--- src/rtl/wstt_pkg.sv ---
// ----------------------------------------------------------------------------
// wstt_pkg
// Shared widths, register codes, order sides and controller/datapath structs
// for the weighted signal threshold trigger.
// ----------------------------------------------------------------------------
package wstt_pkg;

	localparam int FACTORS_DEF = 6;
	localparam int NUM_WEIGHTS = 6;

	localparam int SLOT_W     = 3;
	localparam int VAL_W      = 32;
	localparam int INST_W     = 16;
	localparam int THR_W      = 47;
	localparam int CNT_W      = 3;
	localparam int WGT_W      = 16;
	localparam int WIDX_W     = 3;
	localparam int PROD_W     = VAL_W + WGT_W;
	localparam int SUM_W      = PROD_W + 3;
	localparam int CFG_IDX_W  = 3;
	localparam int CFG_DATA_W = 47;

	localparam logic [THR_W-1:0] THR_RESET = 47'd268435456;

	localparam logic SIDE_BUY  = 1'b0;
	localparam logic SIDE_SELL = 1'b1;

	typedef enum logic [CFG_IDX_W-1:0] {
		REG_THRESHOLD    = 3'd0,
		REG_FACTOR_COUNT = 3'd1,
		REG_WEIGHT_0     = 3'd2,
		REG_WEIGHT_1     = 3'd3,
		REG_WEIGHT_2     = 3'd4,
		REG_WEIGHT_3     = 3'd5,
		REG_WEIGHT_4     = 3'd6,
		REG_WEIGHT_5     = 3'd7
	} cfg_reg_t;

	// commands from the controller
	typedef struct packed {
		logic             load;
		logic             mul_en;
		logic             emit;
		logic [CNT_W-1:0] idx;
	} wstt_cmd_t;

	// status back to the controller
	typedef struct packed {
		logic             slot_ok;
		logic [CNT_W-1:0] used;
		logic             fire;
		logic             out_free;
	} wstt_sts_t;

endpackage

--- src/rtl/wstt_in_if.sv ---
// ----------------------------------------------------------------------------
// wstt_in_if
// Factor update channel: slot, value and instrument id.
// ----------------------------------------------------------------------------
interface wstt_in_if;
	logic                               valid;
	logic                               ready;
	logic [wstt_pkg::SLOT_W-1:0]        factor_slot;
	logic signed [wstt_pkg::VAL_W-1:0]  factor_value;
	logic [wstt_pkg::INST_W-1:0]        instrument;

	modport source (output valid, factor_slot, factor_value, instrument, input ready);
	modport sink (input valid, factor_slot, factor_value, instrument, output ready);
endinterface

--- src/rtl/wstt_out_if.sv ---
// ----------------------------------------------------------------------------
// wstt_out_if
// Order channel: side and instrument id.
// ----------------------------------------------------------------------------
interface wstt_out_if;
	logic                        valid;
	logic                        ready;
	logic                        side;
	logic [wstt_pkg::INST_W-1:0] order_instrument;

	modport source (output valid, side, order_instrument, input ready);
	modport sink (input valid, side, order_instrument, output ready);
endinterface

--- src/rtl/wstt_cfg_if.sv ---
// ----------------------------------------------------------------------------
// wstt_cfg_if
// Register write channel: register index and write data.
// ----------------------------------------------------------------------------
interface wstt_cfg_if;
	logic                            valid;
	logic                            ready;
	logic [wstt_pkg::CFG_IDX_W-1:0]  reg_index;
	logic [wstt_pkg::CFG_DATA_W-1:0] wdata;

	modport source (output valid, reg_index, wdata, input ready);
	modport sink (input valid, reg_index, wdata, output ready);
endinterface

--- src/rtl/wstt_ctrl.sv ---
// ----------------------------------------------------------------------------
// wstt_ctrl
// Sequencer: takes an update, steps the multiply-accumulate over the slots
// in use, then compares and on a hit hands an order to the output register.
// ----------------------------------------------------------------------------
module wstt_ctrl (
	input  logic                clk,
	input  logic                arst_n,
	input  logic                in_valid,
	output logic                in_ready,
	input  wstt_pkg::wstt_sts_t sts,
	output wstt_pkg::wstt_cmd_t cmd
);

	typedef enum logic [3:0] {
		ST_IDLE = 4'b0001,
		ST_MUL  = 4'b0010,
		ST_ADD  = 4'b0100,
		ST_CMP  = 4'b1000
	} state_t;

	state_t                     state_q, state_n;
	logic [wstt_pkg::CNT_W-1:0] idx_q, idx_n;

	assign in_ready = (state_q == ST_IDLE);

	always_comb begin
		state_n    = state_q;
		idx_n      = idx_q;
		cmd        = '0;
		cmd.idx    = idx_q;
		unique case (state_q)
			ST_IDLE: begin
				if (in_valid && sts.slot_ok) begin
					cmd.load = 1'b1;
					idx_n    = '0;
					state_n  = ST_MUL;
				end
			end
			ST_MUL: begin
				cmd.mul_en = 1'b1;
				if (idx_q == sts.used - wstt_pkg::CNT_W'(1)) begin
					state_n = ST_ADD;
				end else begin
					idx_n = idx_q + wstt_pkg::CNT_W'(1);
				end
			end
			// last product lands in the accumulator
			ST_ADD: begin
				state_n = ST_CMP;
			end
			ST_CMP: begin
				if (!sts.fire) begin
					state_n = ST_IDLE;
				end else if (sts.out_free) begin
					cmd.emit = 1'b1;
					state_n  = ST_IDLE;
				end
			end
			default: begin
				state_n = ST_IDLE;
			end
		endcase
	end

	always_ff @(posedge clk or negedge arst_n) begin
		if (!arst_n) begin
			state_q <= ST_IDLE;
			idx_q   <= '0;
		end else begin
			state_q <= state_n;
			idx_q   <= idx_n;
		end
	end

endmodule

--- src/rtl/wstt_dp.sv ---
// ----------------------------------------------------------------------------
// wstt_dp
// Datapath: configuration registers, factor store, registered multiplier,
// accumulator, threshold compare and order output register.
// ----------------------------------------------------------------------------
module wstt_dp #(
	parameter int FACTORS = wstt_pkg::FACTORS_DEF
) (
	input  logic                                  clk,
	input  logic                                  arst_n,
	input  logic                                  cfg_valid,
	input  logic [wstt_pkg::CFG_IDX_W-1:0]        cfg_index,
	input  logic [wstt_pkg::CFG_DATA_W-1:0]       cfg_data,
	input  logic [wstt_pkg::SLOT_W-1:0]           in_slot,
	input  logic signed [wstt_pkg::VAL_W-1:0]     in_value,
	input  logic [wstt_pkg::INST_W-1:0]           in_inst,
	input  logic                                  out_ready,
	output logic                                  out_valid,
	output logic                                  out_side,
	output logic [wstt_pkg::INST_W-1:0]           out_inst,
	input  wstt_pkg::wstt_cmd_t                   cmd,
	output wstt_pkg::wstt_sts_t                   sts
);

	localparam int IDX_W = (FACTORS > 1) ? $clog2(FACTORS) : 1;

	logic [wstt_pkg::THR_W-1:0]        threshold_q;
	logic [wstt_pkg::CNT_W-1:0]        count_q;
	logic signed [wstt_pkg::WGT_W-1:0] weight_q [wstt_pkg::NUM_WEIGHTS];
	logic signed [wstt_pkg::VAL_W-1:0] store_q [FACTORS];
	logic [wstt_pkg::INST_W-1:0]       inst_q;
	logic signed [wstt_pkg::PROD_W-1:0] prod_s1;
	logic                              prod_vld_s1;
	logic signed [wstt_pkg::SUM_W-1:0] acc_q;
	logic                              out_valid_q;
	logic                              out_side_q;
	logic [wstt_pkg::INST_W-1:0]       out_inst_q;

	logic [wstt_pkg::CNT_W-1:0]        used_c;
	logic signed [wstt_pkg::VAL_W-1:0] rd_val;
	logic signed [wstt_pkg::WGT_W-1:0] rd_wgt;
	logic signed [wstt_pkg::SUM_W-1:0] thr_pos;
	logic signed [wstt_pkg::SUM_W-1:0] thr_neg;
	logic                              hit_buy;
	logic                              hit_sell;

	// register writes
	always_ff @(posedge clk or negedge arst_n) begin
		if (!arst_n) begin
			threshold_q <= wstt_pkg::THR_RESET;
			count_q     <= '0;
			for (int i = 0; i < wstt_pkg::NUM_WEIGHTS; i++) begin
				weight_q[i] <= '0;
			end
		end else if (cfg_valid) begin
			unique case (wstt_pkg::cfg_reg_t'(cfg_index)) inside
				wstt_pkg::REG_THRESHOLD: begin
					threshold_q <= cfg_data[wstt_pkg::THR_W-1:0];
				end
				wstt_pkg::REG_FACTOR_COUNT: begin
					count_q <= cfg_data[wstt_pkg::CNT_W-1:0];
				end
				[wstt_pkg::REG_WEIGHT_0:wstt_pkg::REG_WEIGHT_5]: begin
					weight_q[wstt_pkg::WIDX_W'(cfg_index - wstt_pkg::REG_WEIGHT_0)] <=
						cfg_data[wstt_pkg::WGT_W-1:0];
				end
				default: begin
				end
			endcase
		end
	end

	// a count above the store depth acts as the full depth
	assign used_c = (count_q > wstt_pkg::CNT_W'(FACTORS)) ? wstt_pkg::CNT_W'(FACTORS) : count_q;

	// factor store: an order clears every slot, stale ones too
	for (genvar g = 0; g < FACTORS; g++) begin : g_store
		always_ff @(posedge clk or negedge arst_n) begin
			if (!arst_n) begin
				store_q[g] <= '0;
			end else if (cmd.emit) begin
				store_q[g] <= '0;
			end else if (cmd.load && (in_slot[IDX_W-1:0] == IDX_W'(g))) begin
				store_q[g] <= in_value;
			end
		end
	end

	always_ff @(posedge clk) begin
		if (cmd.load) begin
			inst_q <= in_inst;
		end
	end

	// one product a cycle, registered before the add
	assign rd_val = store_q[cmd.idx[IDX_W-1:0]];
	assign rd_wgt = weight_q[cmd.idx];

	always_ff @(posedge clk) begin
		prod_s1 <= wstt_pkg::PROD_W'(rd_val * rd_wgt);
	end

	always_ff @(posedge clk or negedge arst_n) begin
		if (!arst_n) begin
			prod_vld_s1 <= 1'b0;
		end else begin
			prod_vld_s1 <= cmd.mul_en;
		end
	end

	always_ff @(posedge clk) begin
		if (cmd.load) begin
			acc_q <= '0;
		end else if (prod_vld_s1) begin
			acc_q <= acc_q + wstt_pkg::SUM_W'(prod_s1);
		end
	end

	assign thr_pos  = $signed({{(wstt_pkg::SUM_W - wstt_pkg::THR_W){1'b0}}, threshold_q});
	assign thr_neg  = -thr_pos;
	assign hit_buy  = (acc_q >= thr_pos);
	assign hit_sell = (acc_q <= thr_neg);

	// order output register
	always_ff @(posedge clk or negedge arst_n) begin
		if (!arst_n) begin
			out_valid_q <= 1'b0;
		end else if (cmd.emit) begin
			out_valid_q <= 1'b1;
		end else if (out_ready) begin
			out_valid_q <= 1'b0;
		end
	end

	always_ff @(posedge clk) begin
		if (cmd.emit) begin
			out_side_q <= hit_buy ? wstt_pkg::SIDE_BUY : wstt_pkg::SIDE_SELL;
			out_inst_q <= inst_q;
		end
	end

	assign out_valid = out_valid_q;
	assign out_side  = out_side_q;
	assign out_inst  = out_inst_q;

	assign sts.slot_ok  = (in_slot < used_c);
	assign sts.used     = used_c;
	assign sts.fire     = hit_buy || hit_sell;
	assign sts.out_free = !out_valid_q || out_ready;

endmodule

--- src/rtl/weighted_signal_threshold_trigger.sv ---
// ----------------------------------------------------------------------------
// weighted_signal_threshold_trigger
// Stores factor updates, forms their weighted sum and issues a buy or sell
// order when the sum crosses the threshold.
// ----------------------------------------------------------------------------
//  channel  dir  handshake      payload
//  sig_in   in   valid / ready  factor_slot, factor_value, instrument
//  ord_out  out  valid / ready  side, order_instrument
//  cfg      in   valid / ready  reg_index, wdata
//
//  an update to a slot in use (used = slots in use, 0..FACTORS) is stored,
//  then each slot in use goes in turn through the shared multiplier, the
//  product register is drained and the sum is compared
//  an ignored update (slot not in use) is taken and dropped
//  reset clears the factor store and loads register defaults at once
//  a stalled order output holds the block in its compare step only when a
//  new order is ready; otherwise the next update is taken while it waits
//  cfg is always ready
module weighted_signal_threshold_trigger #(
	parameter int FACTORS = wstt_pkg::FACTORS_DEF
) (
	input  logic       clk,
	input  logic       arst_n,
	wstt_in_if.sink    sig_in,
	wstt_out_if.source ord_out,
	wstt_cfg_if.sink   cfg
);

	wstt_pkg::wstt_cmd_t cmd;
	wstt_pkg::wstt_sts_t sts;

	assign cfg.ready = 1'b1;

	wstt_ctrl u_ctrl (
		.clk      (clk),
		.arst_n   (arst_n),
		.in_valid (sig_in.valid),
		.in_ready (sig_in.ready),
		.sts      (sts),
		.cmd      (cmd)
	);

	wstt_dp #(
		.FACTORS (FACTORS)
	) u_dp (
		.clk       (clk),
		.arst_n    (arst_n),
		.cfg_valid (cfg.valid),
		.cfg_index (cfg.reg_index),
		.cfg_data  (cfg.wdata),
		.in_slot   (sig_in.factor_slot),
		.in_value  (sig_in.factor_value),
		.in_inst   (sig_in.instrument),
		.out_ready (ord_out.ready),
		.out_valid (ord_out.valid),
		.out_side  (ord_out.side),
		.out_inst  (ord_out.order_instrument),
		.cmd       (cmd),
		.sts       (sts)
	);

endmodule

--- src/flat_wrapper.sv ---
// flat-port wrapper written by rule: the top's interface ports become plain ports
module weighted_signal_threshold_trigger_flat 
#(
	parameter int FACTORS = wstt_pkg::FACTORS_DEF
)
  (clk, arst_n, sig_in_valid, sig_in_factor_slot, sig_in_factor_value, sig_in_instrument, sig_in_ready, ord_out_valid, ord_out_side, ord_out_order_instrument, ord_out_ready, cfg_valid, cfg_reg_index, cfg_wdata, cfg_ready);
  wstt_in_if sig_in_i ();
  wstt_out_if ord_out_i ();
  wstt_cfg_if cfg_i ();
  input  logic clk;
  input  logic arst_n;
  input wire logic [$bits(sig_in_i.valid)-1:0] sig_in_valid;
  input wire logic [$bits(sig_in_i.factor_slot)-1:0] sig_in_factor_slot;
  input wire logic [$bits(sig_in_i.factor_value)-1:0] sig_in_factor_value;
  input wire logic [$bits(sig_in_i.instrument)-1:0] sig_in_instrument;
  output wire logic [$bits(sig_in_i.ready)-1:0] sig_in_ready;
  output wire logic [$bits(ord_out_i.valid)-1:0] ord_out_valid;
  output wire logic [$bits(ord_out_i.side)-1:0] ord_out_side;
  output wire logic [$bits(ord_out_i.order_instrument)-1:0] ord_out_order_instrument;
  input wire logic [$bits(ord_out_i.ready)-1:0] ord_out_ready;
  input wire logic [$bits(cfg_i.valid)-1:0] cfg_valid;
  input wire logic [$bits(cfg_i.reg_index)-1:0] cfg_reg_index;
  input wire logic [$bits(cfg_i.wdata)-1:0] cfg_wdata;
  output wire logic [$bits(cfg_i.ready)-1:0] cfg_ready;
  assign sig_in_i.valid = sig_in_valid;
  assign sig_in_i.factor_slot = sig_in_factor_slot;
  assign sig_in_i.factor_value = sig_in_factor_value;
  assign sig_in_i.instrument = sig_in_instrument;
  assign sig_in_ready = sig_in_i.ready;
  assign ord_out_valid = ord_out_i.valid;
  assign ord_out_side = ord_out_i.side;
  assign ord_out_order_instrument = ord_out_i.order_instrument;
  assign ord_out_i.ready = ord_out_ready;
  assign cfg_i.valid = cfg_valid;
  assign cfg_i.reg_index = cfg_reg_index;
  assign cfg_i.wdata = cfg_wdata;
  assign cfg_ready = cfg_i.ready;
  weighted_signal_threshold_trigger #(.FACTORS(FACTORS)) u_core (.clk(clk), .arst_n(arst_n), .sig_in(sig_in_i), .ord_out(ord_out_i), .cfg(cfg_i));
endmodule
--- config.mk ---
export PLATFORM = sky130hd
export DESIGN_NAME = weighted_signal_threshold_trigger_flat
export DESIGN_NICKNAME = d
export VERILOG_FILES = /design/src/rtl/wstt_pkg.sv /design/src/rtl/wstt_in_if.sv /design/src/rtl/wstt_out_if.sv /design/src/rtl/wstt_cfg_if.sv /design/src/rtl/wstt_ctrl.sv /design/src/rtl/wstt_dp.sv /design/src/rtl/weighted_signal_threshold_trigger.sv /design/src/flat_wrapper.sv
export SDC_FILE = /design/constraint.sdc
export NUM_CORES = 2
export LEC_CHECK = 0
export BUFFER_PORTS_ARGS = -buffer_cell sky130_fd_sc_hd__buf_2
export CAP_MARGIN = 25
export CORE_MARGIN = 8
export CORE_UTILIZATION = 67
export CTS_CLUSTER_SIZE = 25
export DETAILED_ROUTE_END_ITERATION = 10
export PLACE_DENSITY_LB_ADDON = 0.15
export SETUP_SLACK_MARGIN = 0.4
export SLEW_MARGIN = 20
export SYNTH_ARGS = -nofsm -noshare
export SYNTH_HDL_FRONTEND = slang
export SYNTH_SLANG_ARGS = --single-unit
--- constraint.sdc ---
create_clock -name clk -period 17.5 [get_ports clk]
set_input_delay 0.875 -clock clk [delete_from_list [all_inputs] [get_ports clk]]
set_output_delay 0.875 -clock clk [all_outputs]
set_load 0.02 [all_outputs]
==> reports/metrics.yaml <==
dieArea_mm2: 0.0720
vias: 32900
worstSetupEndpointType: "register"
routedWlPerCell_um: 20.1
insertion_delay_ns: 0.63
yosysWarnings: 0
nets: 5506
grt_usage: 0.316
cts_setup_buffers: 0
rsz0062_at_grt: "no"
drt-initial-drc-count: 3190
hold_viol_final: 0
cts_buffers: 54
syn_to_final_growth_pct: 7.98
finalSetupTns_ns: 0
post_cts_resized: 0
ys.flop_type: "dfrtp_1"
cts.sink_count: 479
ys_ff_latch: 479
rows: 92
path_max_fanout: 53
gp_congestion: 0.955
die_w_um: 268
slowest_stage: "dfrtp_4"
fin_crit_ns: 9.73
boundaryPins: 126
hpwl_mm: 80.6
max_stage_delay_ns: 1.08
grt_overflow: 0
maxCapViolations: 0
nFillCells: 4680
die_h_um: 268
antenna_found_initial: 3
yosysTopAreaCell: "fa_1"
max_clock_freq_ghz: 0.103
grt_max_degree: 157
setup_violations: 0
wl_mm: 111
synth_common_cells: "nor2_1, inv_1, fa_1"
multiInputGateArea_mm2: 0.0278
slew_violations: 0
yosysSeqAreaShare: 0.273
start_kind: "register"
cts_root_buffer: "clkbuf_16"
drt_pass1_iterations: 5
async_reset_ff_frac: 0.724
io_buffer_count: 124
synth_top_area_frac: 0.228
seq_area_mm2: 0.0117
clkTransAtPathRegs_ns: 0.06
synth.most_common_cell: "nor2_1"
yosys-top-cells-area: "fa_1, dfrtp_1, ha_1"
start_util: 0.676
synthesis.area_mm2: 0.0427
worst_pin_slew_ns: 1.10
syn_inst: 4620
core-area_mm2: 0.0631
drc: 0
critPathBufInv: 5
drive_gt1_frac: 0.106
synth_edf_count: 33
cts_tree: "done"
cts_hold_buf: 0
status: "finished, final reports clean"
path_class: "reg -> reg"
worstPathRequired_ns: 17.99
cp_common_cell: "fa_1"
critPathArrivalTime_ns: 10.22
synthDistinctLibCells: 80
max_slew_margin: 0.264
avgSynthCellArea_um2: 9.24
synth_fp_nets: 5479
hold_class: "in -> async"
period_share: 0.556
ctsHtreeMaxLevel: 2
cp_top_family: "adder cells"
viasPerCell: 5.95
grt_pass1_vias: 34200
ant_nets: 0
grt_pass1_wl_mm: 181
clockBufferDepth: 3
skew_ns: 0.0319
## stage by stage
step	hold WS (ns)	util	std cells	setup slack [ns]	cell area (um^2)
2_1_floorplan	0.400	-	4620	9.08	42700
3_3_place_gp	0.401	0.699	5428	8.03	44100
3_5_place_dp	0.405	0.699	5430	7.92	44100
4_1_cts	0.376	0.728	5528	7.84	45900
5_1_grt	0.416	0.730	5537	7.18	46100
6_report	0.296	0.730	5537	7.77	46100
## cell type report
type | instances | share of cell area
sequential | 479 | 0.253
clock inverter | 35 | 0.00874
multi-input combinational | 3271 | 0.604
antenna | 2 | 0.000109
clock buffer | 63 | 0.0311
timing repair buffer | 185 | 0.0257
tap | 846 | 0.0230
inverter | 656 | 0.0538
## layer usage
layer	up-vias	wire, um	global-route usage
met5	-	0	0
li1	15000	-	-
met3	290	9640	0.0638
met4	0	4010	0.111
met2	1471	51900	0.512
met1	16200	45700	0.424
## flip-flops by register name, indices dropped and copies added (netlist names)
name,flops
u_core.u_dp.count_q,3
u_core.u_dp.out_inst,16
u_core.u_dp.prod_s1,48
u_core.u_dp.out_side,1
u_core.u_dp.inst_q,16
u_core.u_dp.store_q,192
u_core.u_dp.out_valid,1
u_core.u_dp.threshold_q,47
u_core.u_ctrl.state_q,4
u_core.u_ctrl.idx_q,3
u_core.u_dp.acc_q,51
u_core.u_dp.prod_vld_s1,1
u_core.u_dp.weight_q,96
## worst reg2reg max path, delay by kind of cell, from the launching register on
family / cells / cell delay (ns)
flops: 1 / 1.08
fa+ha+maj: 7 / 3.45
compound gates: 9 / 2.49
simple gates: 3 / 0.82
buf+inv: 5 / 1.09
mux: 1 / 0.67
## worst paths after layout
check | startpoint | endpoint | slack (ns) | depth (start not counted)
worst max-delay path | u_core.u_ctrl.idx_q[0] | u_core.u_dp.prod_s1[29] | 7.77 | 25
worst min-delay path | arst_n | u_core.u_dp.store_q[96] | 0.30 | 1
worst max register to register | u_core.u_ctrl.idx_q[0] | u_core.u_dp.prod_s1[29] | 7.77 | 25
worst min register to register | u_core.u_dp.inst_q[10] | u_core.u_dp.out_inst[10] | 0.42 | 0
max in group asynchronous | arst_n | u_core.u_dp.threshold_q[44] | 14.91 | 3
min in group clk | u_core.u_dp.inst_q[10] | u_core.u_dp.out_inst[10] | 0.42 | 0
## cells in the final DEF (no fill, tap or decap), types with 25 or more instances in the layout
cell type	instances
nand2b_1	29
nand2_1	411
dfxtp_1	99
xnor2_1	99
o21a_1	25
nor2b_1	44
dfrtp_1	342
and2_1	29
nor3_1	231
nand4_1	39
inv_1	646
mux2_2	98
ha_1	266
edfxtp_1	33
clkbuf_16	54
buf_2	123
fa_1	487
nand3_1	29
mux4_2	48
buf_4	51
a21o_1	101
o21ai_0	128
a21oi_1	140
mux2i_1	84
nor2_1	712
xor2_1	34
## kinds of logic after synthesis
group | after synthesis | share of synthesized area
xor gates and xnor gates | 133 | 0.0273
other | 1 | 0.0000879
muxes | 230 | 0.0709
buffers and inverters | 870 | 0.0773
DFF | 479 | 0.273
adders and majority gates | 753 | 0.306
AOI/OAI and AO/OA | 532 | 0.0778
and+or+nand+nor | 1622 | 0.167
Power is left out: the tool's default activity adds up to more than one toggle a clock period on the data nets, which glitch-free logic cannot reach.
